$ cat src/rtl/core/gmp_pkg.sv
// ----------------------------------------------------------------------------
// gmp_pkg: shared types and constants
// Window geometry, arithmetic widths and the controller-to-datapath
// command and status groups of the pen-position median filter.
// ----------------------------------------------------------------------------
`default_nettype none

package gmp_pkg;

    localparam int MAX_WINDOW = 16;
    localparam int PTR_W      = $clog2(MAX_WINDOW);
    localparam int CNT_W      = $clog2(MAX_WINDOW + 1);

    localparam int COORD_W    = 32;
    localparam int ACC_W      = 64;
    localparam int SQ_W       = 65;
    localparam int DIST_W     = 33;
    localparam int WT_W       = 32;
    localparam int DEN_W      = 32;

    localparam int DIV_NW     = 64;
    localparam int DIV_DW     = 34;
    localparam int SQRT_W     = 64;
    localparam int ROOT_W     = 32;

    localparam int ITER_W     = 5;
    localparam int THR_W      = 31;
    localparam int WLEN_W     = 5;
    localparam int CFG_IDX_W  = 2;
    localparam int CFG_DATA_W = 31;

    localparam logic [CFG_IDX_W-1:0] CFG_ITER = 2'd0;
    localparam logic [CFG_IDX_W-1:0] CFG_THR  = 2'd1;
    localparam logic [CFG_IDX_W-1:0] CFG_WLEN = 2'd2;

    localparam logic [ITER_W-1:0] ITER_RESET = 5'd10;
    localparam logic [THR_W-1:0]  THR_RESET  = '0;
    localparam logic [WLEN_W-1:0] WLEN_RESET = 5'd10;

    // 0.001 in Q17.16, rounded to nearest
    localparam logic [DIST_W-1:0] DMIN = 33'd66;
    // numerator of every weight: 1.0 scaled by 2^16 twice
    localparam logic [DIV_NW-1:0] WEIGHT_ONE = 64'h0000_0001_0000_0000;

    localparam logic OP_SAMPLE = 1'b0;
    localparam logic OP_CLEAR  = 1'b1;

    typedef struct packed {
        logic clear_win;
        logic push;
        logic acc_clr;
        logic mean_acc;
        logic set_den_n;
        logic dx_pt;
        logic dx_smp;
        logic sq_x;
        logic sq_y;
        logic sq_add;
        logic sqrt_start;
        logic ld_d;
        logic wdiv_start;
        logic wt_ld;
        logic k_inc;
        logic k_clr;
        logic wm_x;
        logic wm_y;
        logic wm_acc_y;
        logic cdiv_x_start;
        logic cx_ld;
        logic cdiv_y_start;
        logic cy_ld;
        logic it_inc;
        logic out_ld;
        logic out_sel_smp;
        logic out_cleared;
    } t_cmd;

    typedef struct packed {
        logic n_le1;
        logic k_last;
        logic den_zero;
        logic it_done;
        logic sqrt_done;
        logic div_done;
        logic jump;
    } t_sts;

endpackage

`default_nettype wire

$ cat src/rtl/core/gmp_ctrl.sv
// ----------------------------------------------------------------------------
// gmp_ctrl: sequencing state machine
// Steps the mean, the refinement passes and the jump test through the
// datapath, and owns the input ready and the output valid.
// ----------------------------------------------------------------------------
`default_nettype none

module gmp_ctrl
    import gmp_pkg::*;
(
    input  wire logic i_clk,
    input  wire logic i_rst_n,
    input  wire logic i_in_valid,
    input  wire logic i_in_op,
    output logic      o_in_ready,
    output logic      o_out_valid,
    input  wire logic i_out_ready,
    input  wire t_sts i_sts,
    output t_cmd      o_cmd
);

    typedef enum logic [21:0] {
        S_IDLE  = 22'b0000000000000000000001,
        S_START = 22'b0000000000000000000010,
        S_MEAN  = 22'b0000000000000000000100,
        S_DIVX  = 22'b0000000000000000001000,
        S_DIVXW = 22'b0000000000000000010000,
        S_DIVY  = 22'b0000000000000000100000,
        S_DIVYW = 22'b0000000000000001000000,
        S_ITCHK = 22'b0000000000000010000000,
        S_DPT   = 22'b0000000000000100000000,
        S_SQX   = 22'b0000000000001000000000,
        S_SQY   = 22'b0000000000010000000000,
        S_SADD  = 22'b0000000000100000000000,
        S_SQRT  = 22'b0000000001000000000000,
        S_SQRTW = 22'b0000000010000000000000,
        S_WDIV  = 22'b0000000100000000000000,
        S_WDIVW = 22'b0000001000000000000000,
        S_WCHK  = 22'b0000010000000000000000,
        S_WMX   = 22'b0000100000000000000000,
        S_WMY   = 22'b0001000000000000000000,
        S_WAY   = 22'b0010000000000000000000,
        S_JCMP  = 22'b0100000000000000000000,
        S_OUT   = 22'b1000000000000000000000
    } t_state;

    t_state r_state, n_state;
    logic   r_mean, n_mean;
    logic   r_jmp, n_jmp;
    logic   r_sel, n_sel;
    logic   r_clr, n_clr;
    logic   r_ovld, n_ovld;

    always_comb begin
        n_state = r_state;
        n_mean  = r_mean;
        n_jmp   = r_jmp;
        n_sel   = r_sel;
        n_clr   = r_clr;
        o_cmd   = '0;
        unique case (r_state)
            S_IDLE: begin
                if (i_in_valid) begin
                    if (i_in_op == OP_CLEAR) begin
                        o_cmd.clear_win = 1'b1;
                    end else begin
                        o_cmd.push = 1'b1;
                        n_state    = S_START;
                    end
                end
            end
            S_START: begin
                if (i_sts.n_le1) begin
                    n_sel   = 1'b1;
                    n_clr   = 1'b0;
                    n_state = S_OUT;
                end else begin
                    o_cmd.acc_clr = 1'b1;
                    n_state       = S_MEAN;
                end
            end
            S_MEAN: begin
                o_cmd.mean_acc = 1'b1;
                if (i_sts.k_last) begin
                    n_mean  = 1'b1;
                    n_state = S_DIVX;
                end
            end
            S_DIVX: begin
                o_cmd.cdiv_x_start = 1'b1;
                n_state            = S_DIVXW;
            end
            S_DIVXW: begin
                if (i_sts.div_done) begin
                    o_cmd.cx_ld = 1'b1;
                    n_state     = S_DIVY;
                end
            end
            S_DIVY: begin
                o_cmd.cdiv_y_start = 1'b1;
                n_state            = S_DIVYW;
            end
            S_DIVYW: begin
                if (i_sts.div_done) begin
                    o_cmd.cy_ld  = 1'b1;
                    o_cmd.it_inc = !r_mean;
                    n_mean       = 1'b0;
                    n_state      = S_ITCHK;
                end
            end
            S_ITCHK: begin
                if (i_sts.it_done) begin
                    n_jmp = 1'b1;
                end else begin
                    n_jmp         = 1'b0;
                    o_cmd.acc_clr = 1'b1;
                end
                n_state = S_DPT;
            end
            S_DPT: begin
                o_cmd.dx_smp = r_jmp;
                o_cmd.dx_pt  = !r_jmp;
                n_state      = S_SQX;
            end
            S_SQX: begin
                o_cmd.sq_x = 1'b1;
                n_state    = S_SQY;
            end
            S_SQY: begin
                o_cmd.sq_y = 1'b1;
                n_state    = S_SADD;
            end
            S_SADD: begin
                o_cmd.sq_add = 1'b1;
                n_state      = S_SQRT;
            end
            S_SQRT: begin
                o_cmd.sqrt_start = 1'b1;
                n_state          = S_SQRTW;
            end
            S_SQRTW: begin
                if (i_sts.sqrt_done) begin
                    o_cmd.ld_d = 1'b1;
                    n_state    = r_jmp ? S_JCMP : S_WDIV;
                end
            end
            S_WDIV: begin
                o_cmd.wdiv_start = 1'b1;
                n_state          = S_WDIVW;
            end
            S_WDIVW: begin
                if (i_sts.div_done) begin
                    o_cmd.wt_ld = 1'b1;
                    if (i_sts.k_last) begin
                        o_cmd.k_clr = 1'b1;
                        n_state     = S_WCHK;
                    end else begin
                        o_cmd.k_inc = 1'b1;
                        n_state     = S_DPT;
                    end
                end
            end
            S_WCHK: begin
                // all weights zero: candidate stays for this step
                if (i_sts.den_zero) begin
                    o_cmd.it_inc = 1'b1;
                    n_state      = S_ITCHK;
                end else begin
                    n_state = S_WMX;
                end
            end
            S_WMX: begin
                o_cmd.wm_x = 1'b1;
                n_state    = S_WMY;
            end
            S_WMY: begin
                o_cmd.wm_y = 1'b1;
                n_state    = S_WAY;
            end
            S_WAY: begin
                o_cmd.wm_acc_y = 1'b1;
                if (i_sts.k_last) begin
                    n_state = S_DIVX;
                end else begin
                    o_cmd.k_inc = 1'b1;
                    n_state     = S_WMX;
                end
            end
            S_JCMP: begin
                if (i_sts.jump) begin
                    o_cmd.clear_win = 1'b1;
                    n_sel           = 1'b1;
                    n_clr           = 1'b1;
                end else begin
                    n_sel = 1'b0;
                    n_clr = 1'b0;
                end
                n_state = S_OUT;
            end
            S_OUT: begin
                if (!r_ovld || i_out_ready) begin
                    o_cmd.out_ld = 1'b1;
                    n_state      = S_IDLE;
                end
            end
            default: begin
                n_state = S_IDLE;
            end
        endcase
        // mean denominator is loaded as the accumulation finishes
        if (r_state == S_MEAN && i_sts.k_last) o_cmd.set_den_n = 1'b1;
        o_cmd.out_sel_smp = r_sel;
        o_cmd.out_cleared = r_clr;
        if (o_cmd.out_ld)
            n_ovld = 1'b1;
        else if (i_out_ready)
            n_ovld = 1'b0;
        else
            n_ovld = r_ovld;
    end

    always_ff @(posedge i_clk) begin
        if (!i_rst_n) begin
            r_state <= S_IDLE;
            r_mean  <= 1'b0;
            r_jmp   <= 1'b0;
            r_sel   <= 1'b0;
            r_clr   <= 1'b0;
            r_ovld  <= 1'b0;
        end else begin
            r_state <= n_state;
            r_mean  <= n_mean;
            r_jmp   <= n_jmp;
            r_sel   <= n_sel;
            r_clr   <= n_clr;
            r_ovld  <= n_ovld;
        end
    end

    assign o_in_ready  = (r_state == S_IDLE);
    assign o_out_valid = r_ovld;

endmodule

`default_nettype wire

$ cat config.mk
export PLATFORM = sky130hd
export DESIGN_NAME = gmp_ctrl
export DESIGN_NICKNAME = d
export VERILOG_FILES = /design/src/rtl/core/gmp_pkg.sv /design/src/rtl/core/gmp_ctrl.sv
export SDC_FILE = /design/constraint.sdc
export NUM_CORES = 1
export LEC_CHECK = 0
export ABC_CLOCK_PERIOD_IN_PS = 5100
export BUFFER_PORTS_ARGS = -buffer_cell sky130_fd_sc_hd__buf_2
export CAP_MARGIN = 20
export CORE_AREA = 2 2 58 60
export DETAILED_ROUTE_END_ITERATION = 10
export DIE_AREA = 0 0 60 62
export GPL_TIMING_DRIVEN = 1
export MAX_ROUTING_LAYER = met4
export PLACE_DENSITY = 0.81
export SYNTH_ARGS = -nofsm -noshare
export SYNTH_HDL_FRONTEND = slang
export SYNTH_SLANG_ARGS = --single-unit
$ cat constraint.sdc
create_clock -name i_clk -period 5.1 [get_ports i_clk]
set_input_delay 0.255 -clock i_clk [delete_from_list [all_inputs] [get_ports i_clk]]
set_output_delay 0.255 -clock i_clk [all_outputs]
set_load 0.05 [all_outputs]
==> qor.csv, run 1 <==
metric;value;unit
outcome;completed;
first-pass GRT wire length;6.84;mm
Global Route Usage Sum;25.7;%
antenna-violating nets left;0;
Worst EP arrival;2980;ps
largest net degree at the start of global routing;16;
P_leak;0.856;nW
Max IR drop VDD;0.000144;V
Cell variety after synth;51;
number of global-route vias before repair;1459;
top cell type's share of synthesized area;32.3;%
clock latency on the worst-skew pair;330;ps
die width;60;um
via count;1717;
Mapped Area;1670;um2
hold buffers post-CTS;0;
# Post-CTS Setup Buffers;0;
post-synth net total;222;
R2R setup slack;2340;ps
floorplan core area;3180;um2
met2 Use GR;40.5;%
Pins Over Slew Limit;0;
initial antenna violation count;0;
Max transition margin;57.4;%
ys flop type;dfxtp_1;
layout cells sized above 1;22.3;%
Antenna Diode Count;0;
area leader, netlist;dfxtp_1;
number of flops mapped to enable cells by yosys;0;
CP peak stage delay;610;ps
DP Worst Slack;2270;ps
Max Freq;309;MHz
final WL;4.40;mm
Req. time, crit path;4850;ps
CP Cell Sequence;nor4_2 -> nand3_2 -> or4_1 -> nor3b_2 -> o21a_1 -> buf_2;
type of origin of the critical path;register;
H-Tree Level Count;1;
total of warnings raised by yosys;0;
Final Wtd Congestion;0.937;
PostCTS Resize Cnt;0;
clock skew;11.1;ps
worst hold path class;in -> reg;
drc violations;0;
Max-Cap Viols;0;
Post-synth top cells;38 x nor2_1, 27 x dfxtp_1, 12 x nand2_1, 11 x a21oi_1, 11 x nor3_1;
ys async rst share;0;%
initial core utilization;52.6;%
Slew @ Worst Pin;634;ps
Power Dens Cells;252;nW/um2
Seq/Total Area, Yosys;32.3;%
Die ar.;3720;um2
critical path type;reg -> out;
count leader, synth;nor2_1;
Mapped Cells;210;
CTS Sinks;27;
CTS buffer count;3;
die height;62;um
CP max FO;6;
busiest grt layer;met2;
syn avg cell area;7.96;um2
slowest cell on the critical path;nor4_2;
# rows;21;
FF+latch count, synth;27;
Clock Tree Root;clkbuf_4;
setup TNS;0;ps
I/O pins;41;
CTS clock-pin slew for the worst setup and hold paths;150;ps
GR Layer Usage met1;33.4;%
Port Buf Inserts;40;
clock tree buffer depth;2;
Crit. End Element;output pin;
met3 GRT Util;2.69;%
unrepaired setup endpoints after global routing;false;
area grow syn2layout;14.1;%
final setup fails;0;
HPWL after DPL;3.45;mm
final hold vios;0;
Initial DRC Count;98;
top post-synthesis cells by area;dfxtp_1 32%, nor2_1 8.5%, nand4_1 3.4%, nor2b_1 3.4%, a21oi_1 3.3%;
minimum clock period;3230;ps
CTS tree;yes;
Final period util;63.4;%
drt pass-1 iters;4;
Nets;260;
via density per instance;5.86;
Overflow after GRT;0;
post-route setup slack;1870;ps
post-DR wirelength/cell;15.0;um
[area by class of cell]
class	count	area, um2
Multi-Input combinational cell	167	1050
Clock buffer	4	26.3
Inverter	9	33.8
Fill cell	299	1270
Sequential cell	27	541
Timing Repair Buffer	40	200
Tap cell	46	57.6
[path summary, 6_finish.rpt]
path | from | endpoint | cells past startpoint
worst max register to register | r_state[8] | r_state[7] | 6
worst max-delay path | r_state[8] | o_cmd[12] | 6
worst min register to register | r_clr | r_clr | 2
worst min-delay path | i_rst_n | r_state[0] | 2
[power breakdown]
part / internal, mW / total [mW] / switching [mW]
sequential: 0.216 / 0.227 / 0.0107
combinational: 0.0570 / 0.158 / 0.101
clock: 0.0307 / 0.0953 / 0.0646
[stage by stage]
stage | area [um2] | util (%) | hold WS [ps] | total power, mW | std cells
6_report | 1910 | 60.0 | 165 | 0.480 | 293
5_1_grt | 1910 | 60.0 | 176 | 0.500 | 293
4_1_cts | 1910 | 60.0 | 171 | 0.478 | 293
3_5_place_dp | 1880 | 59.2 | 474 | 0.387 | 289
3_3_place_gp | 1880 | 59.2 | 473 | 0.387 | 289
2_1_floorplan | 1670 | - | 320 | 0.357 | 210
[metal layers]
metal | up-vias | wire (um)
met1 | 792 | 2060
met4 | 0 | 92
met2 | 65 | 2020
met3 | 8 | 229
li1 | 852 | -
met5 | - | 0
[cell usage in the layout (no fill, tap or decap), types with 3 or more instances in the layout]
cell type / Yosys / routed
buf_2: 2 / 40
nor2_1: 38 / 38
dfxtp_1: 27 / 27
nand2_1: 12 / 12
nor3_1: 11 / 11
a21oi_1: 11 / 11
nor2b_1: 9 / 9
nand4_1: 9 / 9
inv_1: 9 / 9
nor3b_1: 7 / 7
nand3_1: 5 / 5
nor4_1: 4 / 4
nand2b_1: 4 / 4
nor4b_1: 4 / 4
o21ai_0: 4 / 4
nor4_2: 3 / 3
and3_1: 3 / 3
or4_1: 3 / 3
nand4b_1: 3 / 3
o21a_1: 3 / 3
xor2_1: 3 / 3
clkbuf_4: 0 / 3
[logic make-up after synthesis]
family	after synthesis	share of synthesized area, %
flops	27	32.3
simple gates	130	47.3
buf+inv	16	4.86
mux	1	0.599
xor+xnor	5	2.62
compound gates	31	12.3
[worst max-delay path, delay by kind of cell (launching register included)]
kind,cells,cell delay (ps)
simple gates,4,1860
flops,1,360
buf+inv,1,250
compound gates,1,180
[state kept, by name, indices dropped and copies added (netlist names)]
signal,count
o_out_valid,1
r_mean,1
r_jmp,1
r_sel,1
r_state,22
r_clr,1
Power figures use the tool's default switching activity.
==> run 2: changes to the inputs <==
ABC_CLOCK_PERIOD_IN_PS = 3050   (was 5100)
CORE_AREA = 2 2 60 62   (was 2 2 58 60)
DIE_AREA = 0 0 62 64   (was 0 0 60 62)
PLACE_DENSITY = 0.76   (was 0.81)
clock period = 3.05 ns   (was 5.1 ns; I/O delays follow)
==> run 2 against run 1 <==
Net effect:
- sequential share of layout area fell by 1.4 points
- routed wire length rose by 4.3%
- power rose by 77%
- cell area rose by 5.0%
- hold slack got worse by 120 ps
- die area rose by 6.7%
- core utilization rose by 1.0 points
- cell count rose by 3.4%
- clock-buffer cell count fell by 1
- non-clock buffer count rose by 10
- critical path type unchanged
- largest cell class unchanged
- highest routed layer unchanged
==> qor.csv, run 2 (synthesized netlist as in run 1, its figures left out) <==
metric;value;unit;change
outcome;completed;;
die height;64;um;+3.2%
Crit path max-delay family;simple AND/OR/NAND/NOR gates;;
CP Cell Sequence;nor4_4 -> nand3_2 -> or4_4 -> or3b_4 -> o21ai_1 -> buf_2;;
antenna-violating nets left;0;;unchanged
first-pass GRT wire length;7.50;mm;+9.6%
Final Wtd Congestion;0.951;;+1.6%
final setup fails;0;;unchanged
Max IR drop VDD;0.000196;V;+36%
max reg flops;22;;unchanged
cell area after layout;2000;um2;+5.0%
Slew @ Worst Pin;587;ps;-47.5 ps
DP Worst Slack;404;ps;-1860 ps
I/O pins;41;;unchanged
area grow syn2layout;19.9;%;
via count;1770;;+3.1%
Initial DRC Count;137;;+40%
Overflow after GRT;0;;unchanged
slowest cell on the critical path;or4_4;;
Pins Over Slew Limit;0;;unchanged
Largest Register;r_state;;
CP peak stage delay;550;ps;-60 ps
layout cells sized above 1;27.2;%;+5.0 points
Clock Tree Root;clkbuf_4;;
CTS tree;yes;;
CTS clock-pin slew for the worst setup and hold paths;160;ps;about the same
CTS buffer count;3;;unchanged
drt pass-1 iters;4;;unchanged
final WL;4.59;mm;+4.3%
post-DR wirelength/cell;15.1;um;+0.88%
Max-Cap Viols;0;;unchanged
Final period util;97.3;%;
H-Tree Level Count;1;;unchanged
Antenna Diode Count;0;;unchanged
final hold vios;0;;unchanged
Global Route Usage Sum;25.6;%;-0.058 points
initial core utilization;50.9;%;-1.7 points
Max transition margin;60.3;%;+3.0 points
critical path type;reg -> out;;
commonest non-fill, non-tap cell in the layout;buf_2;;
HPWL after DPL;3.52;mm;+2.1%
Crit path buffers/inverters;1;;unchanged
via density per instance;5.84;;-0.32%
Power Dens Cells;424;nW/um2;+69%
CTS Sinks;27;;unchanged
most frequent cells in the layout;40 x buf_2, 37 x nor2_1, 27 x dfxtp_1, 12 x nand2_1;;
placement-stage cell area;1950;um2;+3.4%
initial antenna violation count;0;;unchanged
Req. time, crit path;2900;ps;-1950 ps
Max Freq;337;MHz;
Die ar.;3970;um2;+6.7%
Crit. End Element;output pin;;
clock skew;3.92;ps;-7.21 ps
post-route setup slack;83.0;ps;-1780 ps
floorplan core area;3280;um2;+3.3%
type of origin of the critical path;register;;
Nets;270;;+3.8%
clock latency on the worst-skew pair;340;ps;about the same
minimum clock period;2970;ps;
largest net degree at the start of global routing;16;;unchanged
worst hold path class;in -> reg;;
# rows;21;;unchanged
number of global-route vias before repair;1555;;+6.6%
clock tree buffer depth;2;;unchanged
Worst EP arrival;2810;ps;-170 ps
CP max FO;7;;+1
Port Buf Inserts;40;;unchanged
drc violations;0;;unchanged
P_leak;0.907;nW;+6.0%
die width;62;um;+3.3%
==> run 2: cell types whose count changed in the layout (fill, tap and decap cells not counted), sizes merged <==
cell / change
buf: +10
clkbuf: -1
clkinv: +1
==> run 2: report_power, final <==
| part | internal [mW] | switching, mW |
|---|---|---|
| Sequential | 0.362 | 0.0191 |
| Clock | 0.0495 | 0.119 |
| Combinational | 0.119 | 0.182 |
| Total | 0.530 | 0.320 |
==> run 2: area by class of cell <==
cell class | count | area, um2
inverter | 9 | 33.8
multi-input combinational | 167 | 1070
tap | 46 | 57.6
timing repair buffer | 50 | 275
fill | 338 | 1280
clock buffer | 3 | 22.5
sequential | 27 | 541
clock inverter | 1 | 5.00
==> run 2: path summary, 6_finish.rpt <==
| path | start | endpoint | slack, ps | cells after the start |
|---|---|---|---|---|
| setup / recovery | r_state[4] | o_cmd[26] | 80 | 6 |
| hold / removal | i_rst_n | r_state[0] | 50 | 2 |
| setup reg to reg | r_state[1] | r_state[16] | 620 | 7 |
| hold reg to reg | r_clr | r_clr | 500 | 2 |
==> run 2: worst register-to-register path: stages, from the launching register on <==
cell,delay (ps)
dfxtp_1,430
or4_1,640
nor3_1,300
nand4_1,240
o211ai_1,260
or2_1,210
buf_4,190
nor4_1,50
==> run 2: per-layer routing <==
layer	wire (um)	GRT usage, %
met5	0	-
met2	2090	35.2
met4	76	8.78
met3	247	3.44
met1	2180	38.2
==> run 2: through the flow <==
| step | power, mW | hold slack (ps) | setup TNS, ps | utilization (%) | cells |
|---|---|---|---|---|---|
| detailed placement | 0.683 | 407 | 0 | 59.2 | 296 |
| global route | 0.893 | 47.1 | -11.2 | 61.0 | 303 |
| CTS | 0.842 | 47.0 | 0 | 60.1 | 300 |
| floorplan | 0.599 | 217 | 0 | - | 210 |
| global placement | 0.679 | 405 | 0 | 59.2 | 296 |
| finish | 0.850 | 49.2 | 0 | 61.0 | 303 |
==> run 2: timing repair <==
action,4_1_cts,5_1_grt
hold buffers,0,0
gates resized for setup,0,2
setup buffers,0,3
pin swaps,1,2
endpoints found under the setup margin,1,6
==> run 3: changes to the inputs <==
CORE_AREA = 2 2 66 56   (was 2 2 60 62)
DIE_AREA = 0 0 68 58   (was 0 0 62 64)
PLACE_DENSITY = 0.77   (was 0.76)
==> run 3 against run 2 <==
Net effect:
- non-clock buffer count fell by 1
- hold slack improved by 68 ps
- largest power group unchanged
- power rose by 3.2%
==> qor.csv, run 3 (synthesized netlist as in run 1, its figures left out) <==
metric;value;unit;change
Power Dens Cells;437;nW/um2;+3.0%
Final Wtd Congestion;0.965;;+1.5%
CP max FO;7;;unchanged
Max transition margin;59.8;%;-0.54 points
Worst EP arrival;2760;ps;-50 ps
Crit path buffers/inverters;1;;unchanged
placed cells;291;;-1.7%
unrepaired setup endpoints after global routing;false;;
number of global-route vias before repair;1517;;-2.4%
# rows;19;;-9.5%
floorplan core area;3280;um2;-0.11%
via density per instance;5.87;;+0.53%
Req. time, crit path;2900;ps;about the same
Pins Over Slew Limit;0;;unchanged
Slew @ Worst Pin;595;ps;+8.05 ps
Nets;269;;-0.37%
HP Start;i_rst_n;;
final hold vios;0;;unchanged
Largest Register;r_state;;
Crit path max-delay family;simple AND/OR/NAND/NOR gates;;
post-route setup slack;136;ps;+52.6 ps
minimum clock period;2910;ps;-52.6 ps
Clock Tree Root;clkbuf_8;;
Global Route Usage Sum;25.3;%;-0.32 points
clock skew;8.31;ps;+4.39 ps
Antenna Diode Count;0;;unchanged
WP depth;6;;unchanged
outcome;completed;;
clock latency on the worst-skew pair;270;ps;-70 ps
H-Tree Level Count;1;;unchanged
CTS Sinks;27;;unchanged
HPWL after DPL;3.51;mm;-0.20%
layout cells sized above 1;26.2;%;-1.1 points
max reg flops;22;;unchanged
CP Cell Sequence;nor4_4 -> nand3_2 -> or4_4 -> or3b_4 -> o21ai_1 -> buf_2;;
largest net degree at the start of global routing;16;;unchanged
most frequent cells in the layout;40 x buf_2, 38 x nor2_1, 27 x dfxtp_1, 12 x nand2_1;;
r2r startpoint;r_state[1];;
drc violations;0;;unchanged
CP peak stage delay;550;ps;about the same
Final period util;95.6;%;-1.7 points
Port Buf Inserts;40;;unchanged
area grow syn2layout;20.1;%;
Max IR drop VDD;0.000281;V;+43%
Max-Cap Viols;0;;unchanged
clock tree buffer depth;2;;unchanged
Final Util;61.2;%;+0.18 points
Max Freq;343;MHz;+1.8%
first-pass GRT wire length;7.31;mm;-2.5%
hold path cells;2;;unchanged
initial core utilization;51.0;%;+0.058 points
worst hold path class;in -> reg;;
crit path from;r_state[12];;
type of origin of the critical path;register;;
setup TNS;0;ps;unchanged
fin cells;298;;-1.7%
die width;68;um;+9.7%
drt pass-1 iters;4;;unchanged
worst r2r path cells;7;;unchanged
P_leak;0.909;nW;+0.19%
initial antenna violation count;0;;unchanged
Initial DRC Count;206;;+50%
critical path type;reg -> out;;
Die ar.;3940;um2;-0.60%
via count;1750;;-1.1%
I/O pins;41;;unchanged
filler cell count;330;;-2.4%
final WL;4.55;mm;-0.78%
commonest non-fill, non-tap cell in the layout;buf_2;;
DP Worst Slack;421;ps;+17.1 ps
die height;58;um;-9.4%
final setup fails;0;;unchanged
slowest cell on the critical path;or4_4;;
Crit. End Element;output pin;;
antenna-violating nets left;0;;unchanged
CTS buffer count;3;;unchanged
Overflow after GRT;0;;unchanged
CTS clock-pin slew for the worst setup and hold paths;100;ps;-60 ps
post-DR wirelength/cell;15.3;um;+0.88%
CTS tree;yes;;
## run 3: what timing repair did
action	CTS	global route
endpoints found under the hold margin	0	0
hold buffers	0	0
resized for setup	0	1
buffers inserted	0	3
setup endpoints to repair	0	4
## run 3: layout make-up
cell class	count	area, um2	area share [%]
inverters	9	33.8	1.68
clock inverters	1	5.00	0.249
well taps	42	52.6	2.62
repair buffers	49	268	13.3
clock buffers	3	41.3	2.06
flip-flops and latches	27	541	26.9
multi-input cells	167	1070	53.1
## run 3: through the flow
| step | instance area [um2] | hold WS [ps] | power [mW] |
|---|---|---|---|
| floorplan | 1680 | 217 | 0.599 |
| global placement | 1930 | 397 | 0.672 |
| detailed placement | 1930 | 400 | 0.675 |
| CTS | 1980 | 107 | 0.878 |
| global route | 2010 | 106 | 0.925 |
| finish | 2010 | 117 | 0.877 |
## run 3: final timing paths
kind                 endpoint  slack, ps
setup / recovery    o_cmd[26]        140
setup reg to reg  r_state[16]        540
hold reg to reg         r_clr        490
hold / removal     r_state[0]        120
## run 3: layer usage
layer	global-route usage, %	share of wire (%)	up-vias
met5	-	0	-
met1	37.6	47	808
met2	34.7	43	79
met3	6.21	9.8	2
li1	-	-	861
met4	5.43	0.61	0
## run 3: where the power goes
group | internal [mW] | switching [mW] | total (mW)
sequential | 0.361 | 0.0194 | 0.380
combinational | 0.115 | 0.178 | 0.292
clock | 0.0916 | 0.113 | 0.204
